### src/rtl/spl_pkg.sv
// Types and codes shared by the sorted priority list modules.
package spl_pkg;

   localparam int COUNT_W = 5;

   localparam logic [1:0] ACT_ADD    = 2'd0;
   localparam logic [1:0] ACT_REMOVE = 2'd1;
   localparam logic [1:0] ACT_CLEAR  = 2'd2;

   localparam logic [1:0] STATUS_OK   = 2'd0;
   localparam logic [1:0] STATUS_FULL = 2'd1;
   localparam logic [1:0] STATUS_MISS = 2'd2;

   typedef struct packed {
      logic [7:0]  id;
      logic [15:0] prio;
      logic [31:0] data;
   } entry_type;

   typedef struct packed {
      logic               top_valid;
      entry_type          top;
      logic [COUNT_W-1:0] count;
      logic [1:0]         status;
   } result_type;

endpackage

### src/rtl/spl_store.sv
// Slot memory: one write port, one read port, registered read data.
module spl_store
   import spl_pkg::*;
#(
   parameter int DEPTH  = 16,
   parameter int ADDR_W = 4
) (
   input  logic              clock,
   input  logic              wr_en,
   input  logic [ADDR_W-1:0] wr_addr,
   input  entry_type         wr_entry,
   input  logic [ADDR_W-1:0] rd_addr,
   output entry_type         rd_entry
);

   entry_type slot_mem [DEPTH];
   entry_type rd_entry_ff;

   always_ff @(posedge clock) begin
      if (wr_en) begin
         slot_mem[wr_addr] <= wr_entry;
      end
   end

   always_ff @(posedge clock) begin
      rd_entry_ff <= slot_mem[rd_addr];
   end

   assign rd_entry = rd_entry_ff;

endmodule

### src/rtl/spl_ctrl.sv
// Sequencer: walks the slot memory for add and remove, zeroes the count for clear, then fetches the top entry.
module spl_ctrl
   import spl_pkg::*;
#(
   parameter int MAX_ENTRIES = 16,
   parameter int ADDR_W      = 4,
   parameter int CNT_W       = 5
) (
   input  logic              clock,
   input  logic              reset,
   input  logic              req_valid,
   output logic              req_stall,
   input  logic [1:0]        req_action,
   input  entry_type         req_entry,
   output logic              wr_en,
   output logic [ADDR_W-1:0] wr_addr,
   output entry_type         wr_entry,
   output logic [ADDR_W-1:0] rd_addr,
   input  entry_type         rd_entry,
   input  logic              res_hold,
   output logic              res_load,
   output result_type        res
);

   localparam logic [3:0] ST_IDLE    = 4'd0;
   localparam logic [3:0] ST_ADD_RD  = 4'd1;
   localparam logic [3:0] ST_ADD_CMP = 4'd2;
   localparam logic [3:0] ST_RM_RD   = 4'd3;
   localparam logic [3:0] ST_RM_CMP  = 4'd4;
   localparam logic [3:0] ST_SH_RD   = 4'd5;
   localparam logic [3:0] ST_SH_WR   = 4'd6;
   localparam logic [3:0] ST_TOP_RD  = 4'd7;
   localparam logic [3:0] ST_TOP_CAP = 4'd8;

   localparam logic [CNT_W-1:0] CNT_ONE = CNT_W'(1);
   localparam logic [CNT_W-1:0] CNT_MAX = CNT_W'(MAX_ENTRIES);

   logic [3:0]       state_ff, state_in;
   logic [CNT_W-1:0] fill_ff, fill_in;
   logic [CNT_W-1:0] idx_ff, idx_in;
   entry_type        entry_ff, entry_in;
   logic [1:0]       status_ff, status_in;

   logic [CNT_W-1:0] top_pos;
   logic [CNT_W-1:0] idx_dec;
   logic [CNT_W-1:0] idx_inc;

   assign top_pos = fill_ff - CNT_ONE;
   assign idx_dec = idx_ff - CNT_ONE;
   assign idx_inc = idx_ff + CNT_ONE;

   assign req_stall = (state_ff != ST_IDLE);

   always_comb begin
      state_in  = state_ff;
      fill_in   = fill_ff;
      idx_in    = idx_ff;
      entry_in  = entry_ff;
      status_in = status_ff;
      wr_en     = 1'b0;
      wr_addr   = idx_ff[ADDR_W-1:0];
      wr_entry  = entry_ff;
      rd_addr   = top_pos[ADDR_W-1:0];
      res_load  = 1'b0;
      case (state_ff)
         ST_IDLE: begin
            if (req_valid) begin
               entry_in  = req_entry;
               status_in = STATUS_OK;
               idx_in    = '0;
               state_in  = ST_TOP_RD;
               case (req_action)
                  ACT_ADD: begin
                     if (fill_ff >= CNT_MAX) begin
                        status_in = STATUS_FULL;
                     end else begin
                        idx_in   = fill_ff;
                        state_in = ST_ADD_RD;
                     end
                  end
                  ACT_REMOVE: begin
                     state_in = ST_RM_RD;
                  end
                  ACT_CLEAR: begin
                     fill_in = '0;
                  end
                  default: begin
                     state_in = ST_TOP_RD;
                  end
               endcase
            end
         end
         ST_ADD_RD: begin
            if (idx_ff == '0) begin
               wr_en    = 1'b1;
               fill_in  = fill_ff + CNT_ONE;
               state_in = ST_TOP_RD;
            end else begin
               rd_addr  = idx_dec[ADDR_W-1:0];
               state_in = ST_ADD_CMP;
            end
         end
         ST_ADD_CMP: begin
            wr_en = 1'b1;
            if (entry_ff.prio >= rd_entry.prio) begin
               fill_in  = fill_ff + CNT_ONE;
               state_in = ST_TOP_RD;
            end else begin
               wr_entry = rd_entry;
               idx_in   = idx_dec;
               state_in = ST_ADD_RD;
            end
         end
         ST_RM_RD: begin
            if (idx_ff >= fill_ff) begin
               status_in = STATUS_MISS;
               state_in  = ST_TOP_RD;
            end else begin
               rd_addr  = idx_ff[ADDR_W-1:0];
               state_in = ST_RM_CMP;
            end
         end
         ST_RM_CMP: begin
            if (rd_entry == entry_ff) begin
               state_in = ST_SH_RD;
            end else begin
               idx_in   = idx_inc;
               state_in = ST_RM_RD;
            end
         end
         ST_SH_RD: begin
            if (idx_inc >= fill_ff) begin
               fill_in  = top_pos;
               state_in = ST_TOP_RD;
            end else begin
               rd_addr  = idx_inc[ADDR_W-1:0];
               state_in = ST_SH_WR;
            end
         end
         ST_SH_WR: begin
            wr_en    = 1'b1;
            wr_entry = rd_entry;
            idx_in   = idx_inc;
            state_in = ST_SH_RD;
         end
         ST_TOP_RD: begin
            state_in = ST_TOP_CAP;
         end
         ST_TOP_CAP: begin
            if (!res_hold) begin
               res_load = 1'b1;
               state_in = ST_IDLE;
            end
         end
         default: begin
            state_in = ST_IDLE;
         end
      endcase
   end

   always_comb begin
      res.top_valid = (fill_ff != '0);
      res.top       = (fill_ff != '0) ? rd_entry : '0;
      res.count     = COUNT_W'(fill_ff);
      res.status    = status_ff;
   end

   always_ff @(posedge clock) begin
      if (reset) begin
         state_ff <= ST_IDLE;
         fill_ff  <= '0;
      end else begin
         state_ff <= state_in;
         fill_ff  <= fill_in;
      end
   end

   always_ff @(posedge clock) begin
      idx_ff    <= idx_in;
      entry_ff  <= entry_in;
      status_ff <= status_in;
   end

endmodule

### src/rtl/sorted_priority_list_core.sv
// Sorted priority list: up to MAX_ENTRIES entries in a slot memory, kept in priority order.
// Each request (add, remove, clear) returns one response carrying the top entry, the count and
// a status. The slot memory takes one read and one write a cycle, with registered read data.
// An add moves each entry of higher priority than the new one up one slot, then writes the new
// entry; a remove scans from the bottom and, on a hit, shifts the entries above it down one
// slot. Clear, a dropped add and an unused action go straight to the top fetch. A stalled
// response holds the sequencer until it is taken; the next request can be taken at the edge
// after the response reaches the output register.
module sorted_priority_list_core
   import spl_pkg::*;
#(
   parameter int MAX_ENTRIES = 16
) (
   input  logic               clock,
   input  logic               reset,
   input  logic               req_valid,
   output logic               req_stall,
   input  logic [1:0]         req_action,
   input  logic [7:0]         req_entry_id,
   input  logic [15:0]        req_entry_priority,
   input  logic [31:0]        req_entry_data,
   output logic               rsp_valid,
   input  logic               rsp_stall,
   output logic               rsp_top_valid,
   output logic [7:0]         rsp_top_id,
   output logic [15:0]        rsp_top_priority,
   output logic [31:0]        rsp_top_data,
   output logic [COUNT_W-1:0] rsp_entry_count,
   output logic [1:0]         rsp_status
);

   localparam int ADDR_W = (MAX_ENTRIES > 1) ? $clog2(MAX_ENTRIES) : 1;
   localparam int CNT_W  = $clog2(MAX_ENTRIES + 1);

   entry_type           req_entry;
   logic                wr_en;
   logic [ADDR_W-1:0]   wr_addr;
   entry_type           wr_entry;
   logic [ADDR_W-1:0]   rd_addr;
   entry_type           rd_entry;
   logic                res_hold;
   logic                res_load;
   result_type          res;

   logic                rsp_valid_ff;
   result_type          rsp_ff;

   assign req_entry.id   = req_entry_id;
   assign req_entry.prio = req_entry_priority;
   assign req_entry.data = req_entry_data;

   spl_store #(
      .DEPTH  (MAX_ENTRIES),
      .ADDR_W (ADDR_W)
   ) u_store (
      .clock    (clock),
      .wr_en    (wr_en),
      .wr_addr  (wr_addr),
      .wr_entry (wr_entry),
      .rd_addr  (rd_addr),
      .rd_entry (rd_entry)
   );

   spl_ctrl #(
      .MAX_ENTRIES (MAX_ENTRIES),
      .ADDR_W      (ADDR_W),
      .CNT_W       (CNT_W)
   ) u_ctrl (
      .clock      (clock),
      .reset      (reset),
      .req_valid  (req_valid),
      .req_stall  (req_stall),
      .req_action (req_action),
      .req_entry  (req_entry),
      .wr_en      (wr_en),
      .wr_addr    (wr_addr),
      .wr_entry   (wr_entry),
      .rd_addr    (rd_addr),
      .rd_entry   (rd_entry),
      .res_hold   (res_hold),
      .res_load   (res_load),
      .res        (res)
   );

   assign res_hold = rsp_valid_ff && rsp_stall;

   always_ff @(posedge clock) begin
      if (reset) begin
         rsp_valid_ff <= 1'b0;
      end else if (res_load) begin
         rsp_valid_ff <= 1'b1;
      end else if (!rsp_stall) begin
         rsp_valid_ff <= 1'b0;
      end
   end

   always_ff @(posedge clock) begin
      if (res_load) begin
         rsp_ff <= res;
      end
   end

   assign rsp_valid        = rsp_valid_ff;
   assign rsp_top_valid    = rsp_ff.top_valid;
   assign rsp_top_id       = rsp_ff.top.id;
   assign rsp_top_priority = rsp_ff.top.prio;
   assign rsp_top_data     = rsp_ff.top.data;
   assign rsp_entry_count  = rsp_ff.count;
   assign rsp_status       = rsp_ff.status;

endmodule

### config.mk
export PLATFORM = sky130hd
export DESIGN_NAME = sorted_priority_list_core
export DESIGN_NICKNAME = d
export VERILOG_FILES = /design/src/rtl/spl_pkg.sv /design/src/rtl/spl_store.sv /design/src/rtl/spl_ctrl.sv /design/src/rtl/sorted_priority_list_core.sv
export SDC_FILE = /design/constraint.sdc
export NUM_CORES = 1
export LEC_CHECK = 0
export BUFFER_PORTS_ARGS = -buffer_cell sky130_fd_sc_hd__buf_4
export CAP_MARGIN = 20
export CORE_ASPECT_RATIO = 1.75
export CORE_MARGIN = 10
export CORE_UTILIZATION = 48
export CTS_BUF_LIST = sky130_fd_sc_hd__clkbuf_16
export CTS_CLUSTER_SIZE = 12
export DETAILED_ROUTE_END_ITERATION = 8
export PLACE_DENSITY = 0.61
export SLEW_MARGIN = 20
export SYNTH_ARGS = -nofsm -noshare
export SYNTH_HDL_FRONTEND = slang
export SYNTH_HIERARCHICAL = 1
export SYNTH_SLANG_ARGS = --single-unit
### constraint.sdc
create_clock -name clock -period 15.8 [get_ports clock]
set_clock_uncertainty 0.2 [all_clocks]
set_input_delay 4.74 -clock clock [delete_from_list [all_inputs] [get_ports clock]]
set_output_delay 4.74 -clock clock [all_outputs]
set_load 0.1 [all_outputs]
==> summary.md <==
The run finished with clean final reports. The tools report the final wirelength as 102,000 um. The data arrival time of the critical path was 1910 ps; the fraction of the cycle the final worst path needs was 0.434. The critical path class is flip-flop to output pin.

The number of cells on the worst reg-to-reg path is 17. At the end of routability-driven placement, the weighted congestion stood at 0.834. The die outline height works out to 412 um. The measured slew at the worst slew-check pin was 1170 ps; the post-route minimum period was 6850 ps. For this run, the leading register cell type out of synthesis is sky130_fd_sc_hd__edfxtp_1.

Entering global routing, the biggest net connects 163 pins. The detailed router used layers up to and including met4. In this run the core area contains 143 standard-cell rows. In this run the static leakage power is 16.0 nW. For this design the ratio of total power to cell area is 218 nW/um^2. Across all register-to-register paths, the minimum setup slack is 9300 ps. Most common cell after layout, fill and taps aside: sky130_fd_sc_hd__edfxtp_1. Leaving out fill and tap cells, the most frequent cells in the layout are sky130_fd_sc_hd__edfxtp_1, sky130_fd_sc_hd__mux4_2, sky130_fd_sc_hd__buf_4. Based on the critical path, the design can be clocked at up to 146 MHz.

The logs give 0 for the hold violation total from the final report and 128 for the I/O pin total. The number of buffers inserted for hold repair after clock tree synthesis came out at 0. The effective utilization at floorplan came out at 0.484. The startpoint identified for the worst register-to-register timing path is u_ctrl/idx_ff[0].

The pre-antenna-repair detailed-routing pass consisted of 7 iterations. Number of cells traversed by the worst hold path: 0. Along the worst path, the maximum fanout reaches 15.

For this block, wires on met1 add up to 41,200 um. Count of placed standard cells in the final layout, fillers left out: 3,439. The total core area was 87,000 um^2; the async set-reset flop share out of synthesis was 0.

TritonCTS built the clock tree. For the sink count of the clock tree, the log shows 1,089. After clock tree synthesis, the clock-pin slew on the worst setup and hold paths is 60 ps. The count of nets left with antenna violations once routing finished came out at 0. The total routing usage reported by global routing is 0.202, and the required time at the endpoint of the critical path is 10,860 ps.

Yosys printed 6 warnings. STA classifies the critical path startpoint as a flip-flop. The logs give 0.478 mV for the peak ir drop on the vdd network and 6890 um for the met3 wire length.

Post-detailed-route via-to-cell ratio: 5.98. Via count of the first global-routing pass: 21,689. The buffer cell driving the clock tree root is sky130_fd_sc_hd__clkbuf_16. The die is 244 um wide. The synthesized area divided by synthesized cell count works out to 20.8 um^2. The number of setup buffers added after CTS is 0. The number of placed cells counting well taps was 3,257. The completed layout was analyzed and its total power is 10.3 mW.

The logs give 0 for the number of remaining DRC errors and 0.221 for the relative slew slack. The routed length per instance was 29.5 um. For the total congestion overflow after global routing, the log shows 0. The fraction of layout instances using a drive strength above 1 is 0.266.

Input and output buffers added on the ports amount to 127. Synthesis inferred 1,089 register bits. Across the run, the number of max-cap violations was 0. For this block, the initial DRC count from the detailed router was 2,059. The number of nets produced by synthesis is 2,118, and the number of enable-type register cells in the synthesized netlist is 1,023. The first global-routing pass estimated 148,000 um of wire. Setup total negative slack on the finished layout was measured at 0 ps. The hold-critical path endpoint was rsp_status[1]. The count of final max-slew check failures is 0. The area growth from synthesis to layout is 12.8%. The HPWL after detailed placement is 53,100 um.

The final number of setup-violating endpoints is 0. The run gives 0 as the post-cts gate resize count. The total die area is 100,000 um^2.

TritonCTS created 103 clock buffers. Initial antenna violation count: 0. After detailed routing, the met2 layer carries 51,100 um of wire. The hold path startpoint is u_ctrl/status_ff[1]. The run gives 2,026 as the gate count of the mapped netlist. Overall via count from detail_route: 20,578.

Setup repair after global routing left no endpoint under its margin. In this run the critical register-to-register path is captured at u_store/rd_entry[9]. The number of nets at the end of the flow came out at 2,295. The type of the tightest min-delay check was flip-flop to flip-flop. The H-tree was split into 3 levels. The share of the yosys chip area belonging to registers is 0.761, and the clock insertion delay at the later pin of the skew report is 700 ps.

The maximum clock path buffer count was 3; the unique cell type count in the Yosys netlist was 64. STA classifies the critical path endpoint as an output pin. The mapped netlist covers 42,100 um^2. Tracing the worst setup path back leads to its startpoint at u_ctrl/state_ff[0].
[how the worst max path moves through the flow]
stage | endpoint | slack (ps) | cells after the start
2_1_floorplan | rsp_entry_count[0] | 3300 | 2
3_3_place_gp | u_ctrl/entry_ff[27] | 9210 | 4
3_5_place_dp | u_ctrl/entry_ff[27] | 9130 | 4
4_1_cts | req_stall | 8940 | 3
5_1_grt | u_store/rd_entry[28] | 8660 | 17
6_report | req_stall | 8950 | 3
[cell type report]
| type | count | area, um^2 |
|---|---|---|
| Tap cell | 1160 | 1450 |
| Inverter | 34 | 129 |
| Multi-Input combinational cell | 803 | 9470 |
| Antenna cell | 1 | 2.50 |
| Fill cell | 6722 | 39500 |
| Timing Repair Buffer | 172 | 1370 |
| Sequential cell | 1089 | 32000 |
| Clock inverter | 75 | 370 |
| Clock buffer | 105 | 2630 |
[worst max-delay path: stages, from the launching register on]
cell and delay (ps):
sky130_fd_sc_hd__dfxtp_1 630, sky130_fd_sc_hd__nor2_2 170, sky130_fd_sc_hd__nand2_1 120, sky130_fd_sc_hd__buf_4 300
[cell usage after synthesis, types with 30 or more instances]
library cell	n	area share
sky130_fd_sc_hd__edfxtp_1	1023	0.73
sky130_fd_sc_hd__ha_1	30	0.0089
sky130_fd_sc_hd__nor2b_1	46	0.0068
sky130_fd_sc_hd__dfxtp_1	66	0.031
sky130_fd_sc_hd__a22oi_1	113	0.020
sky130_fd_sc_hd__inv_1	34	0.0030
sky130_fd_sc_hd__nand2_1	83	0.0074
sky130_fd_sc_hd__xor2_1	38	0.0079
sky130_fd_sc_hd__clkbuf_1	53	0.0047
sky130_fd_sc_hd__nor2_1	48	0.0043
sky130_fd_sc_hd__mux2_4	40	0.014
sky130_fd_sc_hd__mux4_2	224	0.12
[per-layer routing]
| layer | track usage | vias to the layer above |
|---|---|---|
| met2 | 0.337 | 816 |
| li1 | - | 8649 |
| met5 | 0 | - |
| met1 | 0.269 | 10969 |
| met4 | 0.0612 | 0 |
| met3 | 0.0340 | 144 |
[power by group]
part	total (mW)	switching, mW	internal [mW]
registers	4.05	0.196	3.85
logic	4.05	2.44	1.61
clock network	2.25	1.03	1.22
total	10.3	3.67	6.68
[cells by family (layout without fill, tap and decap cells)]
family	after synthesis	in the layout	share of synthesized area
flops	1089	1089	0.761
simple gates	256	256	0.0309
mux	281	281	0.139
buf+inv	134	386	0.0180
fa+ha+maj	30	30	0.00892
compound gates	189	189	0.0324
other cells	0	1	0
xor+xnor	47	47	0.00978
[stage by stage]
step | setup WS [ps] | cell area [um^2] | util | hold slack, ps
global route | 8660 | 47500 | 0.546 | 223
CTS | 8940 | 47400 | 0.545 | 223
finish | 8950 | 47500 | 0.546 | 220
floorplan | 3300 | 42100 | - | 200
detailed placement | 9130 | 44400 | 0.511 | 208
global placement | 9210 | 44400 | 0.510 | 213
[state kept, by name, summed over array words and instances, names as in the netlist, 4 cells and up]
name              cells
rsp_top_data         32
u_store/rd_entry     56
u_ctrl/idx_ff         5
rsp_entry_count       5
u_ctrl/state_ff       4
rsp_top_id            8
rsp_top_priority     16
u_ctrl/entry_ff      56
u_ctrl/fill_ff        5
u_store/slot_mem    896
Note: power is estimated with default switching activity, not from simulation.
